[src/rtl/dpya_pkg.sv]
// Shared types, widths and constant tables for the direction angle pipeline.
package dpya_pkg;

   // Working width of the vector datapath (normalized values stay below 2^41,
   // CORDIC gain and the pre-rotation keep them below 2^44).
   localparam int VEC_W      = 45;
   // Width of the magnitude word used to find the normalizing shift.
   localparam int MAG_W      = 41;
   localparam int SHIFT_W    = 6;
   localparam int NORM_STEPS = 6;
   localparam int TURN_W     = 32;
   localparam int DIFF_FRAC  = 8;
   localparam int MAX_STAGES = 24;

   // Inverse CORDIC gain in Q20.
   localparam int              INVK_W    = 20;
   localparam int              INVK_FRAC = 20;
   localparam logic [INVK_W-1:0] INVK_Q20 = 20'd636751;

   localparam logic [TURN_W-1:0] TURN_QUARTER = 32'h4000_0000;
   localparam logic [TURN_W-1:0] TURN_HALF    = 32'h8000_0000;

   // atan(2^-i) in units of 2^-32 turn, rounded to nearest.
   localparam logic [TURN_W-1:0] ATAN_TAB [MAX_STAGES] = '{
      32'h2000_0000, 32'h12E4_051E, 32'h09FB_385B, 32'h0511_11D4,
      32'h028B_0D43, 32'h0145_D7E1, 32'h00A2_F61E, 32'h0051_7C55,
      32'h0028_BE53, 32'h0014_5F2F, 32'h000A_2F98, 32'h0005_17CC,
      32'h0002_8BE6, 32'h0001_45F3, 32'h0000_A2FA, 32'h0000_517D,
      32'h0000_28BE, 32'h0000_145F, 32'h0000_0A30, 32'h0000_0518,
      32'h0000_028C, 32'h0000_0146, 32'h0000_00A3, 32'h0000_0051
   };

   // State of one vector as it moves down the rotation chain.
   typedef struct packed {
      logic signed [VEC_W-1:0]  x;
      logic signed [VEC_W-1:0]  y;
      logic [TURN_W-1:0]        z;
      logic [SHIFT_W-1:0]       shift;
      logic                     axis;
   } cst_type;

endpackage

[src/rtl/dpya_mag.sv]
// Gain compensation of the CORDIC x output, split multiply and rounding shift.
module dpya_mag #(
   parameter int TAG_W = 1
) (
   input  logic                              clock,
   input  logic                              reset,
   input  logic                              advance,
   input  logic                              valid_i,
   input  dpya_pkg::cst_type                 st_i,
   input  logic [TAG_W-1:0]                  tag_i,
   output logic                              valid_o,
   output logic signed [dpya_pkg::VEC_W-1:0] h_o,
   output logic [TAG_W-1:0]                  tag_o
);
   import dpya_pkg::*;

   localparam int SPLIT  = 22;
   localparam int HI_W   = VEC_W - SPLIT;
   localparam int PHI_W  = HI_W + INVK_W;
   localparam int PLO_W  = SPLIT + INVK_W;
   localparam int PROD_W = 64;
   localparam int AMT_W  = 7;

   logic [2:0]              valid_ff;
   logic [PHI_W-1:0]        phi_ff;
   logic [PLO_W-1:0]        plo_ff;
   logic signed [VEC_W-1:0] xa_ff;
   logic signed [VEC_W-1:0] xb_ff;
   logic [SHIFT_W-1:0]      sa_ff;
   logic [SHIFT_W-1:0]      sb_ff;
   logic                    axa_ff;
   logic                    axb_ff;
   logic [TAG_W-1:0]        taga_ff;
   logic [TAG_W-1:0]        tagb_ff;
   logic [TAG_W-1:0]        tagc_ff;
   logic [PROD_W-1:0]       prod_in;
   logic [PROD_W-1:0]       prod_ff;
   logic signed [VEC_W-1:0] h_in;
   logic signed [VEC_W-1:0] h_ff;

   // Sum the partial products and add the rounding half unit for this shift.
   always_comb begin
      prod_in = (PROD_W'(phi_ff) << SPLIT) + PROD_W'(plo_ff)
              + (PROD_W'(1) << (AMT_W'(sa_ff) + AMT_W'(INVK_FRAC - 1)));
   end

   // Axis vectors carry an exact magnitude and bypass the compensation.
   always_comb begin
      if (axb_ff) begin
         h_in = xb_ff;
      end else begin
         h_in = VEC_W'(prod_ff >> (AMT_W'(sb_ff) + AMT_W'(INVK_FRAC)));
      end
   end

   always_ff @(posedge clock) begin
      if (reset) begin
         valid_ff <= '0;
      end else if (advance) begin
         valid_ff <= {valid_ff[1:0], valid_i};
      end
   end

   always_ff @(posedge clock) begin
      if (advance) begin
         phi_ff  <= PHI_W'(st_i.x[VEC_W-1:SPLIT]) * PHI_W'(INVK_Q20);
         plo_ff  <= PLO_W'(st_i.x[SPLIT-1:0]) * PLO_W'(INVK_Q20);
         xa_ff   <= st_i.x;
         sa_ff   <= st_i.shift;
         axa_ff  <= st_i.axis;
         taga_ff <= tag_i;
         prod_ff <= prod_in;
         xb_ff   <= xa_ff;
         sb_ff   <= sa_ff;
         axb_ff  <= axa_ff;
         tagb_ff <= taga_ff;
         h_ff    <= h_in;
         tagc_ff <= tagb_ff;
      end
   end

   assign valid_o = valid_ff[2];
   assign h_o     = h_ff;
   assign tag_o   = tagc_ff;

endmodule

[config.mk]
export PLATFORM = sky130hd
export DESIGN_NAME = dpya_mag
export DESIGN_NICKNAME = d
export VERILOG_FILES = /design/src/rtl/dpya_pkg.sv /design/src/rtl/dpya_mag.sv
export SDC_FILE = /design/constraint.sdc
export NUM_CORES = 2
export LEC_CHECK = 0
export BUFFER_PORTS_ARGS = -buffer_cell sky130_fd_sc_hd__clkbuf_2
export CAP_MARGIN = 20
export CORE_MARGIN = 1.5
export CORE_UTILIZATION = 55
export CTS_CLUSTER_DIAMETER = 80
export DETAILED_ROUTE_END_ITERATION = 6
export HOLD_SLACK_MARGIN = 0.12
export MAX_ROUTING_LAYER = met4
export PLACE_DENSITY = 0.76
export SLEW_MARGIN = 20
export SYNTH_ARGS = -nofsm -noshare
export SYNTH_HDL_FRONTEND = slang
export SYNTH_SLANG_ARGS = --single-unit
[constraint.sdc]
create_clock -name clock -period 9.9 [get_ports clock]
set_input_delay 0.99 -clock clock [delete_from_list [all_inputs] [get_ports clock]]
set_output_delay 0.99 -clock clock [all_outputs]
set_load 0.1 [all_outputs]
# Word-level counts from Yosys, hierarchy flattened
# Cells that the tools add are included.
dict set report word_totals {
  output_inout_bits 47
  wordCells 23
  input_bits 134
  ff_bits 303
}
dict set report classes {
  mux 1
  add_sub_neg 4
  shifts 2
  multipliers 2
}
# op n
set op_table {}
lappend op_table {{$add A64 B42 Y64} 1}
lappend op_table {{$add A64 B64 Y64} 1}
lappend op_table {{$shl A1 B7 Y64 const A} 1}
lappend op_table {{$shr A64 B7 Y45} 1}
lappend op_table {{$mux W45} 1}
lappend op_table {{$mul A22 B20 Y42 const B} 1}
lappend op_table {{$mul A23 B20 Y42 const B} 1}
lappend op_table {{$add A6 B5 Y7 const B} 2}

# Logic depth before layout (Yosys ltp)
dict set report depth {
  depth_word 3
  depth_mapped 25
  depth_no_buf 24
}

# Worst setup path after synthesis
# Ideal clock, no wire load.
dict set report synth_timing {
  path_kind {input-to-reg}
  from {in st_i[115] (netlist name)}
  to {reg phi_ff[39] (data pin)}
  n_path_buf 1
  t_required_ps 9641
  arrival_ps 6841
  path_stages 22
  setup_ps 259
  slack_ps 2800
  cell_sequence {inv_1 -> fa_1 -> fa_1 -> fa_1 -> inv_1 -> fa_1 -> fa_1 -> fa_1 -> inv_1 -> fa_1 -> inv_1 -> ha_1 -> clkbuf_1 -> a21o_1 -> a2111oi_0 -> o21a_1 -> o311a_1 -> o21ai_2 -> nand3_1 -> or2_1 -> a311o_1 -> xnor2_1}
}
dict set report synth_via {
  elab_chain_len 1
}
# item line
set synth_lines {}
lappend synth_lines {{start, declared} dpya_mag.sv:9} ;# input dpya_pkg::cst_type st_i,
lappend synth_lines {{$mul A23 B20 Y42} dpya_mag.sv:66} ;# phi_ff <= PHI_W'(st_i.x[VEC_W-1:SPLIT]) * PHI_W'(INVK_Q20);
lappend synth_lines {{end signal, assigned} dpya_mag.sv:66}
lappend synth_lines {{end, declared} dpya_mag.sv:25} ;# logic [PHI_W-1:0] phi_ff;
# Every way passes these cells.
# A chain may end at the register's enable or synchronous reset.

# Final worst setup path
dict set report layout_timing {
  from {in st_i[91] (netlist name)}
  to {reg plo_ff[35] (data pin)}
}
dict set report layout_via {
  elab_chain_len 1
}
# item line
set layout_lines {}
lappend layout_lines {{$mul A22 B20 Y42} dpya_mag.sv:67} ;# plo_ff <= PLO_W'(st_i.x[SPLIT-1:0]) * PLO_W'(INVK_Q20);
lappend layout_lines {{end signal, assigned} dpya_mag.sv:67}
lappend layout_lines {{end, declared} dpya_mag.sv:26} ;# logic [PLO_W-1:0] plo_ff;
# Every way passes these cells.

==> flow_summary.rst <==
.. list-table::
   :header-rows: 1

   * - Metric
     - Value
   * - X dimension of the die
     - 251 µm
   * - DRT Wirelength
     - 77500 µm
   * - Share of Yosys cell area claimed by the top area cell type
     - 26.2%
   * - Accumulated negative setup slack
     - 0 ps
   * - Top fanout value on the critical path
     - 8
   * - Clock latency at the later pin of the worst-skew pair
     - 540 ps
   * - Category of the worst setup path launch point
     - input port
   * - Gate Count Post-Synth
     - 3103
   * - Ports placed on the boundary
     - 181
   * - Vias per Instance
     - 5.62
   * - Vias in the first global route
     - 23100
   * - Core Region
     - 0.0606 mm²
   * - Clk root buf
     - sky130_fd_sc_hd__clkbuf_16
   * - Max Clock Skew
     - 21.5 ps
   * - Average cell area after synthesis
     - 10.9 µm²
   * - Share of synthesized registers carrying an async set or reset
     - 0%
   * - Slew margin rel.
     - 33.3%
   * - Most area-consuming cells after synthesis
     - sky130_fd_sc_hd__fa_1 26%, sky130_fd_sc_hd__edfxtp_1 25%, sky130_fd_sc_hd__ha_1 18%
   * - Residual DRC
     - 0
   * - Number of hold-repair buffers added at the cts stage
     - 0
   * - Data arrival time at the worst-slack endpoint
     - 7850 ps
   * - TritonCTS Buffers
     - 34
   * - Met3 WL
     - 5810 µm
   * - Slew of the pin with the lowest slew margin
     - 1000 ps
   * - Library cell occupying the most area in the post-synthesis netlist
     - sky130_fd_sc_hd__fa_1
   * - RSZ-0062 raised after global routing
     - false
   * - Effective utilization at floorplan
     - 55.8%
   * - Area used by sequential logic in the layout
     - 0.00841 mm²
   * - Full die area
     - 0.0630 mm²
   * - Antenna violations before repair
     - 0
   * - Clock Sinks
     - 281
   * - CP Data Required Time
     - 10180 ps
   * - Number of antenna-violating nets in the routed design
     - 0
   * - Iteration count of the initial detailed-routing pass
     - 5
   * - Weighted congestion at the end of routability-driven global placement
     - 0.987
   * - Sequential cell area fraction in the yosys report
     - 24.9%
   * - Wire length of the first global-routing pass
     - 124000 µm
   * - Post-cts repair resize count
     - 0
   * - Overall global routing resource usage
     - 26.4%
   * - FMAX
     - 132 MHz
   * - Area growth from synthesis to layout
     - 7.29%
   * - Synthesis Warnings
     - 0
   * - Max Cap Violations
     - 0
   * - Antenna cells
     - 0
   * - Fillcell total
     - 4976
   * - Final Setup Violations
     - 0
   * - Number of synthesized register bits
     - 281
   * - Outcome
     - finished, final reports clean
   * - Final routed wire length divided by cell count
     - 19.3 µm
   * - Final Hold Vio Count
     - 0
   * - Final Max Tran Viols
     - 0
   * - Number of levels in the clock H-tree
     - 2
   * - Period Utilization, post-route
     - 76.5%
   * - Distinct cell type count of the synthesized netlist
     - 90
   * - Layout cell share with drive strength beyond 1
     - 8.13%
   * - Half-perimeter wire length of the detailed placement result
     - 64800 µm
   * - Clock Tree Buf Depth
     - 3
   * - Maximum number of pins on one net before global-route repair
     - 177
   * - TritonCTS clock tree
     - built
   * - Overall die height
     - 251 µm
   * - Hold Slack
     - 417 ps
   * - Post-route minimum period
     - 7570 ps
   * - Sort of element at the end of the critical path
     - flop
   * - Clock Pin Slew Worst Setup and Hold Paths
     - 60 ps
   * - Uppermost layer routed
     - met4
   * - Total number of vias
     - 22500
   * - Row Count
     - 90
   * - Layout Nets
     - 4255
   * - Multi-input combinational cell area
     - 0.0226 mm²
   * - Post-CTS setup buffers
     - 0
   * - Netlist Area Pre-Place
     - 0.0338 mm²
   * - Hold Path Class
     - reg -> reg
   * - Number of enable-type register cells in the synthesized netlist
     - 278
   * - Initial detailed-routing violation count
     - 1668
   * - Critical path start-end classification
     - in -> reg
   * - Number of I/O port buffers
     - 103
   * - Grt total ovfl
     - 0
   * - Leading register cell type out of synthesis
     - sky130_fd_sc_hd__edfxtp_1
   * - Routed metal-1 wirelength
     - 34200 µm
   * - Length of routed met2 wiring
     - 35100 µm
## placed cells by master, fill, tap and decap left out, types with 6 or more instances in the layout
master and n:
sky130_fd_sc_hd__inv_1 694, sky130_fd_sc_hd__ha_1 479, sky130_fd_sc_hd__fa_1 442, sky130_fd_sc_hd__edfxtp_1 278, sky130_fd_sc_hd__a21oi_1 143, sky130_fd_sc_hd__nor2_1 133, sky130_fd_sc_hd__nand2_1 123, sky130_fd_sc_hd__clkbuf_2 102
sky130_fd_sc_hd__o21ai_0 98, sky130_fd_sc_hd__xnor2_1 83, sky130_fd_sc_hd__a21o_1 49, sky130_fd_sc_hd__mux2i_1 45, sky130_fd_sc_hd__xor2_1 36, sky130_fd_sc_hd__clkbuf_16 35, sky130_fd_sc_hd__mux2_2 34, sky130_fd_sc_hd__nand3_1 31
sky130_fd_sc_hd__nand4_1 28, sky130_fd_sc_hd__mux4_2 27, sky130_fd_sc_hd__a211oi_1 26, sky130_fd_sc_hd__nor2b_1 24, sky130_fd_sc_hd__o21bai_1 24, sky130_fd_sc_hd__a22o_1 22, sky130_fd_sc_hd__o21a_1 16, sky130_fd_sc_hd__nor3_1 16
sky130_fd_sc_hd__nand2b_1 16, sky130_fd_sc_hd__a31oi_1 16, sky130_fd_sc_hd__o22ai_1 15, sky130_fd_sc_hd__conb_1 15, sky130_fd_sc_hd__and3_1 11, sky130_fd_sc_hd__o211ai_1 8, sky130_fd_sc_hd__o21ai_1 8, sky130_fd_sc_hd__buf_4 8
sky130_fd_sc_hd__a21oi_2 7, sky130_fd_sc_hd__and2_1 7, sky130_fd_sc_hd__or3_1 6, sky130_fd_sc_hd__a311oi_1 6
## logic make-up (layout without fill, tap and decap cells)
family	count (synthesis)	in the layout	synth area share [%]
simple gates	418	418	5.76
flops	281	281	24.9
fa+ha+maj	921	921	43.9
mux	106	106	4.26
buf+inv	761	868	8.52
other cells	1	15	0.0111
compound gates	496	496	9.62
xor+xnor	119	119	3.08
## state kept, by name (all words and copies together), names as in the netlist
name,count
xb_ff,45
prod_ff,44
plo_ff,42
axb_ff,1
valid_ff,3
taga_ff,1
h_o,45
axa_ff,1
phi_ff,42
sb_ff,6
xa_ff,43
tag_o,1
tagb_ff,1
sa_ff,6
## stage by stage
step	setup slack, ps	instances	instance area [µm²]	util (%)
after detailed placement	1810	3946	35200	58.1
after floorplan	2800	3117	33900	-
after CTS	2380	4006	36300	59.9
final	2330	4006	36300	59.9
after global placement	1900	3946	35200	58.1
after global routing	1940	4006	36300	59.9
## worst max-delay path: stages
cell and delay, ps:
sky130_fd_sc_hd__clkbuf_2 290, sky130_fd_sc_hd__inv_1 290, sky130_fd_sc_hd__fa_1 610, sky130_fd_sc_hd__fa_1 440, sky130_fd_sc_hd__fa_1 520, sky130_fd_sc_hd__inv_1 50
sky130_fd_sc_hd__fa_1 570, sky130_fd_sc_hd__fa_1 430, sky130_fd_sc_hd__fa_1 490, sky130_fd_sc_hd__inv_1 50, sky130_fd_sc_hd__fa_1 470, sky130_fd_sc_hd__inv_1 40
sky130_fd_sc_hd__ha_1 420, sky130_fd_sc_hd__nand4_1 200, sky130_fd_sc_hd__nor3_1 210, sky130_fd_sc_hd__or3b_1 400, sky130_fd_sc_hd__nand4b_1 240, sky130_fd_sc_hd__a31oi_2 180
sky130_fd_sc_hd__o21ai_1 370, sky130_fd_sc_hd__o22ai_1 200, sky130_fd_sc_hd__o21bai_1 150, sky130_fd_sc_hd__a21oi_1 90, sky130_fd_sc_hd__xnor2_1 130
## final cells by class
| cell class | count | area share (%) |
|---|---|---|
| multi-input combinational | 2075 | 62.2 |
| clock buffer | 37 | 2.43 |
| inverter | 696 | 7.20 |
| clock inverter | 23 | 0.590 |
| sequential | 281 | 23.2 |
| timing repair buffer | 112 | 1.67 |
| tap | 782 | 2.70 |
## path summary, 6_finish.rpt
| path | from | to | slack (ps) | cells after the start |
|---|---|---|---|---|
| max | st_i[91] | plo_ff[35] | 2330 | 23 |
| max reg2reg | sa_ff[0] | prod_ff[41] | 4490 | 16 |
| min reg2reg | xa_ff[5] | xb_ff[5] | 420 | 0 |
| min | xa_ff[5] | xb_ff[5] | 420 | 0 |
## synthesized netlist by cell type (all sizes together), types with 3 or more instances
cell	count
a31o	4
fa	442
nor2	133
a221oi	3
xor2	36
buf	15
a31oi	17
o22ai	15
a2111oi	7
nand4	28
o311a	3
edfxtp	278
a22o	22
o311ai	4
and2	7
o31ai	6
nand2b	16
ha	479
inv	695
mux2	34
or2	6
nand2	123
mux4	27
nor3	16
a311oi	7
o21a	16
or3	7
o21ai	109
o211ai	9
xnor2	83
clkbuf	50
o221ai	3
a211oi	27
mux2i	45
and3	12
nand3	31
a21o	49
o21bai	24
a21oi	150
dfxtp	3
nor2b	24
nand3b	3
## metal layers
| layer | vias up | global-route usage, % |
|---|---|---|
| met5 | - | - |
| met1 | 11100 | 35.8 |
| met4 | 0 | 7.80 |
| met2 | 710 | 40.5 |
| met3 | 134 | 5.32 |
| li1 | 10600 | - |
Power is left out: the tool's default activity adds up to more than one toggle a clock period on the data nets, which glitch-free logic cannot reach.
